[config.mk]
export PLATFORM = sky130hd
export DESIGN_NAME = abss_select
export DESIGN_NICKNAME = d
export VERILOG_FILES = /design/src/rtl/abss_pkg.sv /design/src/rtl/abss_select.sv
export SDC_FILE = /design/constraint.sdc
export NUM_CORES = 1
export LEC_CHECK = 0
export BUFFER_PORTS_ARGS = -buffer_cell sky130_fd_sc_hd__buf_2
export CAP_MARGIN = 0
export CORE_AREA = 5 5 42 44
export DETAILED_ROUTE_END_ITERATION = 7
export DIE_AREA = 0 0 47 49
export PLACE_DENSITY = 0.7
export SLEW_MARGIN = 20
export SYNTH_ARGS = -nofsm -noshare
export SYNTH_HDL_FRONTEND = slang
export SYNTH_SLANG_ARGS = --single-unit
[constraint.sdc]
create_clock -name vclk -period 2.4
set_input_delay 0.24 -clock vclk [all_inputs]
set_output_delay 0.24 -clock vclk [all_outputs]
set_load 0.01 [all_outputs]
[src/rtl/abss_pkg.sv]
package abss_pkg;

    // Slot codes
    localparam logic [1:0] SLOT_NONE = 2'd0;
    localparam logic [1:0] SLOT_A    = 2'd1;
    localparam logic [1:0] SLOT_B    = 2'd2;

    // Item kinds
    localparam logic OP_BOOT   = 1'b0;
    localparam logic OP_COMMIT = 1'b1;

    // Trial boots a pending slot gets before rollback
    localparam logic [1:0] MAX_TRIAL_BOOTS = 2'd3;

    // Configuration register indexes
    localparam int unsigned CFG_ADDR_W = 3;
    localparam logic [CFG_ADDR_W-1:0] CFG_SLOT_A_BASE = 3'd0;
    localparam logic [CFG_ADDR_W-1:0] CFG_SLOT_A_SIZE = 3'd1;
    localparam logic [CFG_ADDR_W-1:0] CFG_SLOT_B_BASE = 3'd2;
    localparam logic [CFG_ADDR_W-1:0] CFG_SLOT_B_SIZE = 3'd3;
    localparam logic [CFG_ADDR_W-1:0] CFG_RAM0_START  = 3'd4;
    localparam logic [CFG_ADDR_W-1:0] CFG_RAM0_END    = 3'd5;
    localparam logic [CFG_ADDR_W-1:0] CFG_RAM1_START  = 3'd6;
    localparam logic [CFG_ADDR_W-1:0] CFG_RAM1_END    = 3'd7;

    // Configuration reset values
    localparam logic [31:0] RST_SLOT_A_BASE = 32'h0801_0000;
    localparam logic [31:0] RST_SLOT_A_SIZE = 32'h0003_0000;
    localparam logic [31:0] RST_SLOT_B_BASE = 32'h0804_0000;
    localparam logic [31:0] RST_SLOT_B_SIZE = 32'h0004_0000;
    localparam logic [31:0] RST_RAM0_START  = 32'h2000_0000;
    localparam logic [31:0] RST_RAM0_END    = 32'h2002_0000;
    localparam logic [31:0] RST_RAM1_START  = 32'h1000_0000;
    localparam logic [31:0] RST_RAM1_END    = 32'h1001_0000;

    // Port widths
    localparam int unsigned S_TDATA_W = 136;
    localparam int unsigned M_TDATA_W = 16;

    typedef struct packed {
        logic [31:0] ram0_start;
        logic [31:0] ram0_end;
        logic [31:0] ram1_start;
        logic [31:0] ram1_end;
    } ram_win_t;

    typedef struct packed {
        logic [1:0] active;
        logic [1:0] pending;
        logic [1:0] confirmed;
        logic [1:0] trials;
        logic       rolled;
    } slot_state_t;

    typedef struct packed {
        logic [1:0] chosen;
        logic       commit_ok;
    } step_res_t;

endpackage

[src/rtl/abss_select.sv]
module abss_select #(
    parameter logic [1:0] MAX_TRIALS = abss_pkg::MAX_TRIAL_BOOTS
) (
    input  logic                  op,
    input  logic [1:0]            commit_tgt,
    input  logic                  a_ok,
    input  logic                  b_ok,
    input  abss_pkg::slot_state_t cur_state,
    output abss_pkg::slot_state_t nxt_state,
    output abss_pkg::step_res_t   step_res
);

    function automatic logic slot_ok(input logic [1:0] s, input logic va, input logic vb);
        logic r;
        r = 1'b0;
        if (s == abss_pkg::SLOT_A) r = va;
        else if (s == abss_pkg::SLOT_B) r = vb;
        return r;
    endfunction

    logic done;

    always_comb begin
        nxt_state = cur_state;
        step_res  = '0;
        done      = 1'b0;
        if (op == abss_pkg::OP_BOOT) begin
            // Pending trial slot first
            if (slot_ok(cur_state.pending, a_ok, b_ok)) begin
                if (cur_state.confirmed == cur_state.pending) begin
                    nxt_state.active  = cur_state.pending;
                    nxt_state.pending = abss_pkg::SLOT_NONE;
                    nxt_state.trials  = 2'd0;
                    step_res.chosen   = cur_state.pending;
                    done = 1'b1;
                end else if (cur_state.trials < MAX_TRIALS) begin
                    nxt_state.active  = cur_state.pending;
                    nxt_state.trials  = cur_state.trials + 2'd1;
                    step_res.chosen   = cur_state.pending;
                    done = 1'b1;
                end else begin
                    // Out of trials: roll back and go on
                    nxt_state.rolled  = 1'b1;
                    nxt_state.pending = abss_pkg::SLOT_NONE;
                    nxt_state.trials  = 2'd0;
                end
            end
            if (!done && slot_ok(cur_state.confirmed, a_ok, b_ok)) begin
                nxt_state.active = cur_state.confirmed;
                nxt_state.trials = 2'd0;
                step_res.chosen  = cur_state.confirmed;
                done = 1'b1;
            end
            if (!done && slot_ok(cur_state.active, a_ok, b_ok)) begin
                step_res.chosen = cur_state.active;
                done = 1'b1;
            end
            if (!done && (a_ok || b_ok)) begin
                nxt_state.active    = a_ok ? abss_pkg::SLOT_A : abss_pkg::SLOT_B;
                nxt_state.confirmed = a_ok ? abss_pkg::SLOT_A : abss_pkg::SLOT_B;
                nxt_state.pending   = abss_pkg::SLOT_NONE;
                nxt_state.trials    = 2'd0;
                step_res.chosen     = a_ok ? abss_pkg::SLOT_A : abss_pkg::SLOT_B;
            end
        end else begin
            if (slot_ok(commit_tgt, a_ok, b_ok)) begin
                nxt_state.pending  = commit_tgt;
                nxt_state.active   = commit_tgt;
                nxt_state.trials   = 2'd0;
                nxt_state.rolled   = 1'b0;
                step_res.commit_ok = 1'b1;
            end
        end
    end

endmodule

After elaboration in Yosys (flattened, before gate mapping)
Index checks and enable logic that the tools add are counted.
{"block": "classes", "add_sub_neg": 1, "order_cmp": 1, "eq_ne": 9, "muxes": 46, "reduce_logical": 7}
{"cell": "2-bit two-way mux", "n": 14}
{"cell": "1-bit two-way mux", "n": 24}
{"cell": "4-bit two-way mux", "n": 4}
{"cell": "3-bit two-way mux", "n": 3}
{"cell": "2-bit by 1-bit == test with 1-bit output (second input constant)", "n": 4}
{"cell": "2-bit == test (second input constant)", "n": 4}
{"cell": "8-bit two-way mux", "n": 1}
{"cell": "1-bit logical AND", "n": 3}
{"cell": "1-bit zero test", "n": 3}
{"cell": "2-bit by 1-bit adder with 2-bit output (second input constant)", "n": 1}
{"cell": "2-bit == test", "n": 1}
{"cell": "2-bit < comparator (second input constant)", "n": 1}
{"cell": "1-bit logical OR", "n": 1}
{"block": "totals", "ff_bits": 0, "in_bits": 14, "output_inout_bits": 12, "wordCells": 64}

Logic depth before layout (Yosys ltp)
{"block": "depth", "ltp_word": 18, "depth_mapped": 6, "ltp_nobuf": 6}

Worst setup path before layout
OpenSTA, ideal clock, no wires.
{"block": "synth_path", "kind": "input port to output port", "from": "input b_ok", "to": "output nxt_state[3] (netlist bit)", "t_arrival_ps": 1525, "t_required_ps": 2160, "setup_slack_ps": 635, "path_stages": 5, "n_path_buf": 1, "path_cell_list": "buf_2 > nand3b_1 > o211ai_1 > or4_4 > mux2_4"}
{"element": "start: declaration", "line": "abss_select.sv:7", "rtl": "input logic b_ok,"}
{"element": "end: declaration", "line": "abss_select.sv:9", "rtl": "output abss_pkg::slot_state_t nxt_state,"}

==> results.cfg <==
[status]
status = completed

[routing]
drt_iter0_drc = 36
num_vias = 751
drcViolationCount = 0
ant_nets = 0
wl_met2_um = 801
met1_length_um = 745
wl_mm = 1.71
dr.max_layer_used = met4
routedWlPerCell_um = 13.8
viasPerCell = 6.06
first_pass_iters = 4
wl_met3_um = 156

[placement]
io_buffers = 26
postPlaceCellArea_sq_um = 648
place_congestion = 0.956
dp.cells = 124
hpwl_mm = 1.39

[critical_path]
cpLargestDelayFamily = simple AND/OR/NAND/NOR gates
crit_fanout = 6
worstPathRequired_ns = 2.16
arrival_ns = 1.85
crit_path_top_delay_cell = or4_4
slowest_delay_ns = 0.46
crit_buf_inv = 3
worst_setup_path_end_kind = primary output
critical_path.cell_chain = buf_2, ha_1, inv_1, a21oi_2, nor2_1, or4_4, mux2_4, buf_2
start_kind = input port
crit_path_frequent_cell = buf_2
crit_type = input port to primary output

[global_routing]
grt_pass1_wl_mm = 2.67
grt_pass1_vias = 642
grtUsageTotal = 0.140
overflow = 0
antenna_found_initial = 0
grt_max_degree = 16

[power_and_ir_drop]
peakVddDrop_v = 0.000104
leakage_nw = 0.301
cellPowerDensity_mw_per_mm2 = 223

[floorplan]
pin_count = 26
coreArea_sq_mm = 0.00140
die_h_um = 49
die_area_sq_mm = 0.00230
row_count = 14
die_x_um = 47
initial_core_util = 0.368

[final_layout]
nFlopsAndLatches = 0
mostFrequentLayoutCell = buf_2
layout_common_cells = buf_2, o21ai_0, nand2_1, nor2_1
antennaDiodeCount = 0
area_growth_syn_to_layout_pct = 25.7
nets = 125
fillers = 163
multi_input_area_sq_um = 475
fin_area_sq_um = 648
finish.utilization = 0.463
clkbuf_count = 0
regArea_sq_um = 0
instances_no_fill = 124
drive_above_1_share = 0.269

[logic_synthesis]
synth_cell_types = 34
postSynthAreaPerCell_sq_um = 5.99
syn_nets = 101
yosys_warnings = 0
synth_area_sq_um = 515
yosysSeqAreaShare = 0
syn_inst = 86

[sta]
period_share = 0.869
maxSlewHeadroom = 0.683
setup_violations = 0
hold_violations = 0
slew_viol_final = 0
worst_slew_pin_slew_ns = 0.470
tns_ns = 0
grt_setup_unrepaired = no
min_period_ns = 2.09
max_freq_mhz = 480

[hold_path]
min_to = nxt_state[2]
worstHoldStart = cur_state[2]
hold_class = input port to primary output
whs_path_depth = 3

[clock_tree]
cts_resized = 0
cts_setup_buffers = 0
cts_hold_buf = 0

[run]
cap_violations = 0
-- logic make-up (layout without fill, tap and decap cells) --
logic type | Yosys count | after routing | synth area share
multiplexers | 2 | 2 | 0.0485
XOR/XNOR | 2 | 2 | 0.0340
AND/OR/NAND/NOR | 36 | 36 | 0.364
AO/OA/AOI/OAI | 35 | 35 | 0.452
buffers and inverters | 10 | 32 | 0.0777
adder cells (fa/ha/maj) | 1 | 1 | 0.0243
-- final cells by class --
type | instances | area share
multi-input combinational | 76 | 0.734
tap | 16 | 0.0309
inverter | 6 | 0.0347
timing repair buffer | 26 | 0.201
-- power breakdown --
part	switching (mW)	internal, mW	leakage [nW]	total, mW
clock	0	0	0	0
combinational	0.0835	0.0608	0.301	0.144
sequential	0	0	0	0
total	0.0835	0.0608	0.301	0.144
-- per-layer routing --
metal,vias to the layer above,global-route usage
met2,43,0.215
met4,0,0.0138
met1,334,0.220
met5,-,0
li1,372,-
met3,2,0.00369
-- stage by stage --
stage | power (mW) | hold slack (ns) | setup WS [ns]
after CTS | 0.143 | 0.809 | 0.324
final | 0.144 | 0.802 | 0.315
after global placement | 0.141 | 0.792 | 0.357
after floorplan | 0.0928 | 0.615 | 0.635
after global routing | 0.158 | 0.826 | 0.249
after detailed placement | 0.143 | 0.802 | 0.337
-- cell usage after synthesis, types with 2 or more instances --
library cell	count	area share
o21ai_0	13	0.13
nand2_1	8	0.058
nor2_1	8	0.058
a21oi_1	6	0.058
inv_1	6	0.044
nand3_1	4	0.039
nand3b_1	4	0.058
a22o_1	3	0.051
nor3_1	3	0.029
and2_1	2	0.024
buf_2	2	0.019
clkbuf_1	2	0.015
nor2b_1	2	0.024
o311ai_0	2	0.034
xnor2_1	2	0.034
-- worst min-delay path: stages --
cell    delay [ns]
buf_2         0.09
a32o_1        0.11
buf_2         0.12
-- worst max path at each step --
| stage | startpoint | to | slack (ns) | depth (start not counted) |
|---|---|---|---|---|
| floorplan | b_ok | nxt_state[3] | 0.64 | 5 |
| global placement | cur_state[1] | nxt_state[3] | 0.36 | 8 |
| detailed placement | cur_state[1] | nxt_state[3] | 0.34 | 8 |
| CTS | cur_state[1] | nxt_state[3] | 0.32 | 8 |
| global route | cur_state[1] | nxt_state[3] | 0.25 | 8 |
| finish | cur_state[1] | nxt_state[3] | 0.31 | 8 |
Power figures use the tool's default switching activity.
