[src/rtl/abss_pkg.sv]
package abss_pkg;

    // Slot codes
    localparam logic [1:0] SLOT_NONE = 2'd0;
    localparam logic [1:0] SLOT_A    = 2'd1;
    localparam logic [1:0] SLOT_B    = 2'd2;

    // Item kinds
    localparam logic OP_BOOT   = 1'b0;
    localparam logic OP_COMMIT = 1'b1;

    // Trial boots a pending slot gets before rollback
    localparam logic [1:0] MAX_TRIAL_BOOTS = 2'd3;

    // Configuration register indexes
    localparam int unsigned CFG_ADDR_W = 3;
    localparam logic [CFG_ADDR_W-1:0] CFG_SLOT_A_BASE = 3'd0;
    localparam logic [CFG_ADDR_W-1:0] CFG_SLOT_A_SIZE = 3'd1;
    localparam logic [CFG_ADDR_W-1:0] CFG_SLOT_B_BASE = 3'd2;
    localparam logic [CFG_ADDR_W-1:0] CFG_SLOT_B_SIZE = 3'd3;
    localparam logic [CFG_ADDR_W-1:0] CFG_RAM0_START  = 3'd4;
    localparam logic [CFG_ADDR_W-1:0] CFG_RAM0_END    = 3'd5;
    localparam logic [CFG_ADDR_W-1:0] CFG_RAM1_START  = 3'd6;
    localparam logic [CFG_ADDR_W-1:0] CFG_RAM1_END    = 3'd7;

    // Configuration reset values
    localparam logic [31:0] RST_SLOT_A_BASE = 32'h0801_0000;
    localparam logic [31:0] RST_SLOT_A_SIZE = 32'h0003_0000;
    localparam logic [31:0] RST_SLOT_B_BASE = 32'h0804_0000;
    localparam logic [31:0] RST_SLOT_B_SIZE = 32'h0004_0000;
    localparam logic [31:0] RST_RAM0_START  = 32'h2000_0000;
    localparam logic [31:0] RST_RAM0_END    = 32'h2002_0000;
    localparam logic [31:0] RST_RAM1_START  = 32'h1000_0000;
    localparam logic [31:0] RST_RAM1_END    = 32'h1001_0000;

    // Port widths
    localparam int unsigned S_TDATA_W = 136;
    localparam int unsigned M_TDATA_W = 16;

    typedef struct packed {
        logic [31:0] ram0_start;
        logic [31:0] ram0_end;
        logic [31:0] ram1_start;
        logic [31:0] ram1_end;
    } ram_win_t;

    typedef struct packed {
        logic [1:0] active;
        logic [1:0] pending;
        logic [1:0] confirmed;
        logic [1:0] trials;
        logic       rolled;
    } slot_state_t;

    typedef struct packed {
        logic [1:0] chosen;
        logic       commit_ok;
    } step_res_t;

endpackage

[src/rtl/abss_vec_check.sv]
module abss_vec_check (
    input  logic [31:0]        stack_word,
    input  logic [31:0]        reset_word,
    input  logic [31:0]        img_base,
    input  logic [31:0]        img_size,
    input  abss_pkg::ram_win_t ram_win,
    output logic               vec_ok
);

    logic [31:0] handler_addr;
    logic        stack_ok;
    logic        reset_ok;

    // Stack: word aligned, inside one RAM window (start exclusive, end inclusive)
    assign stack_ok = (stack_word[1:0] == 2'b00) &&
                      (((stack_word > ram_win.ram0_start) &&
                        (stack_word <= ram_win.ram0_end)) ||
                       ((stack_word > ram_win.ram1_start) &&
                        (stack_word <= ram_win.ram1_end)));

    // Reset handler: thumb bit set, address in [base, base + size) without wrap
    assign handler_addr = {reset_word[31:1], 1'b0};
    assign reset_ok     = reset_word[0] && (handler_addr >= img_base) &&
                          ((handler_addr - img_base) < img_size);

    assign vec_ok = stack_ok && reset_ok;

endmodule

[config.mk]
export PLATFORM = sky130hd
export DESIGN_NAME = abss_vec_check
export DESIGN_NICKNAME = d
export VERILOG_FILES = /design/src/rtl/abss_pkg.sv /design/src/rtl/abss_vec_check.sv
export SDC_FILE = /design/constraint.sdc
export NUM_CORES = 1
export LEC_CHECK = 0
export BUFFER_PORTS_ARGS = -buffer_cell sky130_fd_sc_hd__buf_2
export CORE_MARGIN = 2
export CORE_UTILIZATION = 46
export DETAILED_ROUTE_END_ITERATION = 10
export GPL_TIMING_DRIVEN = 1
export PLACE_DENSITY = 0.82
export REMOVE_ABC_BUFFERS = 1
export SETUP_SLACK_MARGIN = 0.1
export SLEW_MARGIN = 20
export SYNTH_ARGS = -nofsm -noshare
export SYNTH_HDL_FRONTEND = slang
export SYNTH_SLANG_ARGS = --single-unit
export TNS_END_PERCENT = 30
[constraint.sdc]
create_clock -name vclk -period 6.1
set_input_delay 1.22 -clock vclk [all_inputs]
set_output_delay 1.22 -clock vclk [all_outputs]
set_load 0.05 [all_outputs]
Word-level counts from Yosys, hierarchy flattened
Index checks and enable logic that the tools add are counted.
- add/sub/neg operators: 1
- magnitude comparators: 6
- reduce and logical (&&, ||, !) cells: 8
- operators with widths (operator ; number):
    greater-than comparator 32 bit ; 2
    <= comparator 32 bit ; 2
    greater-or-equal comparator 32 bit ; 1
    less-than comparator 32 bit ; 1
    subtractor 32 bit ; 1
    logical AND 1 bit ; 6
    zero test 2 bit ; 1
    logical OR 1 bit ; 1
- register bits after elaboration: 0
- bits of input ports: 256
- output and inout port bits: 1
- word-level logic and storage cells: 15

Logic depth before layout (Yosys ltp)
- depth in word-level cells: 5
- mapped depth: 22
- depth with buffers taken out: 22

Worst setup path after synthesis
No wires, ideal clock.
- path kind: input to output
- start point: in img_base[3]
- end point: out vec_ok
- arrival time: 5.894 ns
- data required time: 4.880 ns
- setup slack: -1.014 ns
- stages on the path: 22
- path buffers: 0
- path through: inv_1 > ha_1 > a21o_1 > a21oi_1 > nand2_1 > and2_1 > o21ai_0 > nor2b_1 > o21ai_0 > a21oi_1 > xnor2_1 > ha_1 > a21o_1 > a21o_1 > a21o_1 > a21o_1 > a211o_1 > a221oi_1 > o21ai_1 > a221oi_1 > nor3_1 > a211oi_1
- longest elaborated chain between the ends: 4
- elaborated cells between the ends (all ways): 6
- classes of those cells: add/sub (1); order compare (2); reduce/logical (3)
- ends and longest elaborated chain (element ; line ; text):
    start, declared ; abss_vec_check.sv:4 ; input logic [31:0] img_base,
    subtractor 32 bit / greater-or-equal comparator 32 bit (equally long branches) ; abss_vec_check.sv:24, abss_vec_check.sv:23 ;
    less-than comparator 32 bit / logical AND 1 bit (equally long branches) ; abss_vec_check.sv:24, abss_vec_check.sv:23 ;
    logical AND 1 bit * ; abss_vec_check.sv:23 ; assign reset_ok = reset_word[0] && (handler_addr >= img_base) &&
    logical AND 1 bit * ; abss_vec_check.sv:26 ; assign vec_ok = stack_ok && reset_ok;
    end, declared ; abss_vec_check.sv:7 ; output logic vec_ok
Every way passes the cells marked *; elsewhere a longest branch is shown, timed or not.

Final worst setup path
Same ends and word-level chain as after synthesis.

==> qor.csv <==
stage;metric;value;unit
pwr;clkPwrFrac;0;%
synth;synth_compound_area_share;27.4;%
worst_setup_path;cp_slowest_cell;a211o_1;
final_layout;areaGrowthSynthToFinish;38.1;%
final_layout;drive_gt1_share;33.5;%
pwr;p_leak;5.14;nW
pwr;pwr-share-seq;0;%
pwr;vdd_drop_max;0.0631;mV
worst_setup_path;cpPeakStageDelay;0.30;ns
route;routedWlPerCell;14.2;µm
final_layout;fin_nets;1550;
placed_design;hpwl;15.6;mm
worst_setup_path;crit_required;4.88;ns
worst_setup_path;critical_path_class;in -> out;
floorplanning;die_w;115;µm
timing;final.min_clock_period;6.49;ns
pwr;power.internal;355;µW
floorplanning;dieArea;13200;µm²
synth;ys_seq_area_share;0;%
synth;synthAdderAreaFrac;42.5;%
synth;synth_xor_area_share;4.17;%
synth;mappedNetlistArea;5670;µm²
placed_design;dp_slack;-0.784;ns
final_layout;seq_cell_count;0;
final_layout;layout_commonest_cell;buf_2;
floorplanning;initial_utilization;47.2;%
synth;synth_top_family_by_area;adder cells;
final_layout;layout_common_cells;254 x buf_2, 197 x inv_1, 187 x ha_1;
job;drv_cap;0;
synth;synth.distinct_cells;47;
timing;max_freq;154;MHz
worst_setup_path;crit_path_frequent_cell;a21o_1;
pwr;power_density;87.9;nW/µm²
route;drt_pass1_iterations;5;
hold_path;min-delay-path-class;in -> out;
synth;avgSynthCellArea;7.32;µm²
floorplanning;pin_count;257;
route;num_vias;6520;
placed_design;gp_congestion;0.909;
timing;hold_viol;0;
grt;grt_pass1_wl;27.0;mm
final_layout;fin_area;7830;µm²
timing;slew_headroom;50.9;%
pwr;power_frac_comb;100.0;%
grt;overflow;0;
grt;track_usage;24.5;%
floorplanning;core-area;12000;µm²
synth;synth_mux_area_share;0;%
placed_design;numPortBuffers;257;
timing;rsz0062_at_grt;yes;
timing;drv_slew;0;
grt;globalRoute.busiestLayer;met2;
synth;yosys_warnings;0;
grt;met3_usage;1.85;%
worst_setup_path;critical_path.startpoint_type;input pin;
route;postRouteWirelength;17.7;mm
pwr;switchingPower;333;µW
grt;grt_max_degree;7;
final_layout;stdcell_count;1250;
grt;grt_pass1_vias;6276;
timing;fin_tns_setup;-0.386;ns
route;detail_route.vias_per_cell;5.22;
timing;final-setup-viol-count;1;
timing;tightest_slew;0.717;ns
hold_path;hold_start;stack_word[0];
final_layout;seq_area;0;µm²
grt;gr-usage-met1;28.2;%
route;drt_iter0_markers;199;
route;drc;0;
final_layout;nClkBuffers;0;
worst_setup_path;cp_cell_sequence;buf_6 -> inv_4 -> ha_4 -> a21o_1 -> a21oi_2 -> nand2_1 -> and2_4 -> o21ai_2 -> nor2b_4 -> o21ai_2 -> a21oi_2 -> xnor2_1 -> ha_1 -> a21o_1 -> a21o_1 -> a21o_1 -> a21o_1 -> a211o_1 -> a221oi_2 -> o21ai_1 -> a221oi_2 -> nor3_2 -> a211oi_2 -> buf_6;
grt;grtUsageMet2;47.9;%
hold_path;hold_depth;7;
synth;synth_cells;775;
worst_setup_path;crit_fanout;3;
pwr;p_sw_share;48.4;%
timing;fin_crit_sh;106;%
floorplanning;num_rows;40;
placed_design;place_area;7560;µm²
grt;antenna_found_initial;3;
status;violations;negative setup slack;
placed_design;dp.cells;1234;
hold_path;min_to;vec_ok;
final_layout;multi_input_area;5060;µm²
worst_setup_path;cp.arrival;5.27;ns
synth;synth-simple-area-share;12.6;%
status;outcome;finished with violations;
pwr;power;689;µW
route;postRouteAntennaNets;0;
timing;setup_ws;-0.386;ns
clock_network;ctsHoldBuffers;0;
worst_setup_path;crit_path_end_kind;output port;
final_layout;fill_cells;1037;
floorplanning;die_y;115;µm
[how the worst max path moves through the flow]
| stage | start | to | slack [ns] | cells after the start |
|---|---|---|---|---|
| after floorplan | img_base[3] | vec_ok | -1.01 | 22 |
| after global routing | img_base[3] | vec_ok | -0.71 | 24 |
| after CTS | reset_word[2] | vec_ok | -0.34 | 23 |
| after detailed placement | reset_word[3] | vec_ok | -0.78 | 23 |
| after global placement | reset_word[3] | vec_ok | -0.68 | 23 |
| final | img_base[3] | vec_ok | -0.39 | 24 |
[repair_timing]
item | CTS | global route
setup endpoints to repair | 1 | 1
gates resized for setup | 21 | 19
pin swaps | 20 | 24
setup buffers | 10 | 3
[routing by layer]
layer	vias to the layer above	wire length (µm)
met3	48	871
met5	-	0
met4	0	546
met1	2902	7450
li1	3367	-
met2	203	8880
[area by class of cell]
cell class,instances,area share [%]
antenna,3,0.0959
inverter,200,9.62
multi-input combinational,574,64.7
tap,147,2.35
timing repair buffer,326,23.3
[power by group through the flow]
| stage | Sequential, mW | Clock, mW | Combinational [mW] |
|---|---|---|---|
| CTS | 0 | 0 | 0.666 |
| global placement | 0 | 0 | 0.617 |
| finish | 0 | 0.0000000659 | 0.689 |
| detailed placement | 0 | 0 | 0.637 |
| global route | 0 | 0.0000000439 | 0.768 |
| floorplan | 0 | 0 | 0.391 |
[critical path: cells and delay by family]
family / cells / cell delay [ns]
simple gates: 4 / 0.49
xor+xnor: 1 / 0.15
compound gates: 14 / 2.59
buf+inv: 3 / 0.35
fa+ha+maj: 2 / 0.47
[Yosys cell counts, drive strengths merged, types with 2 or more instances]
cell / number / share of area (%)
a31oi: 3 / 0.44
a211o: 2 / 0.31
and4: 3 / 0.46
xor2: 8 / 1.2
ha: 191 / 42
a21oi: 68 / 6.3
and3: 2 / 0.22
nand3: 4 / 0.35
nand4: 43 / 4.7
a211oi: 5 / 0.88
xnor2: 19 / 2.9
o311ai: 2 / 0.93
nand2b: 9 / 0.99
a221oi: 4 / 0.62
a21o: 87 / 12
o21ai: 29 / 2.7
nor2b: 11 / 1.2
o21bai: 7 / 0.93
nor4: 3 / 0.33
or3: 5 / 0.55
nor3: 7 / 0.62
o21a: 5 / 0.66
nand2: 13 / 0.86
o221ai: 2 / 0.31
nor2: 26 / 1.7
inv: 200 / 13
o31ai: 2 / 0.26
o41a: 2 / 0.40
[stage by stage]
| stage | util [%] | hold WS (ns) |
|---|---|---|
| detailed placement | 62.9 | 3.09 |
| global route | 65.2 | 3.09 |
| CTS | 64.3 | 3.06 |
| floorplan | - | 2.81 |
| finish | 65.2 | 3.04 |
| global placement | 62.9 | 3.09 |
[cells by family after synthesis]
family	Yosys count
buffers and inverters	201
AND/OR/NAND/NOR	130
AO/OA/AOI/OAI	225
XOR/XNOR	27
adder cells (fa/ha/maj)	192
Power figures use the tool's default switching activity.
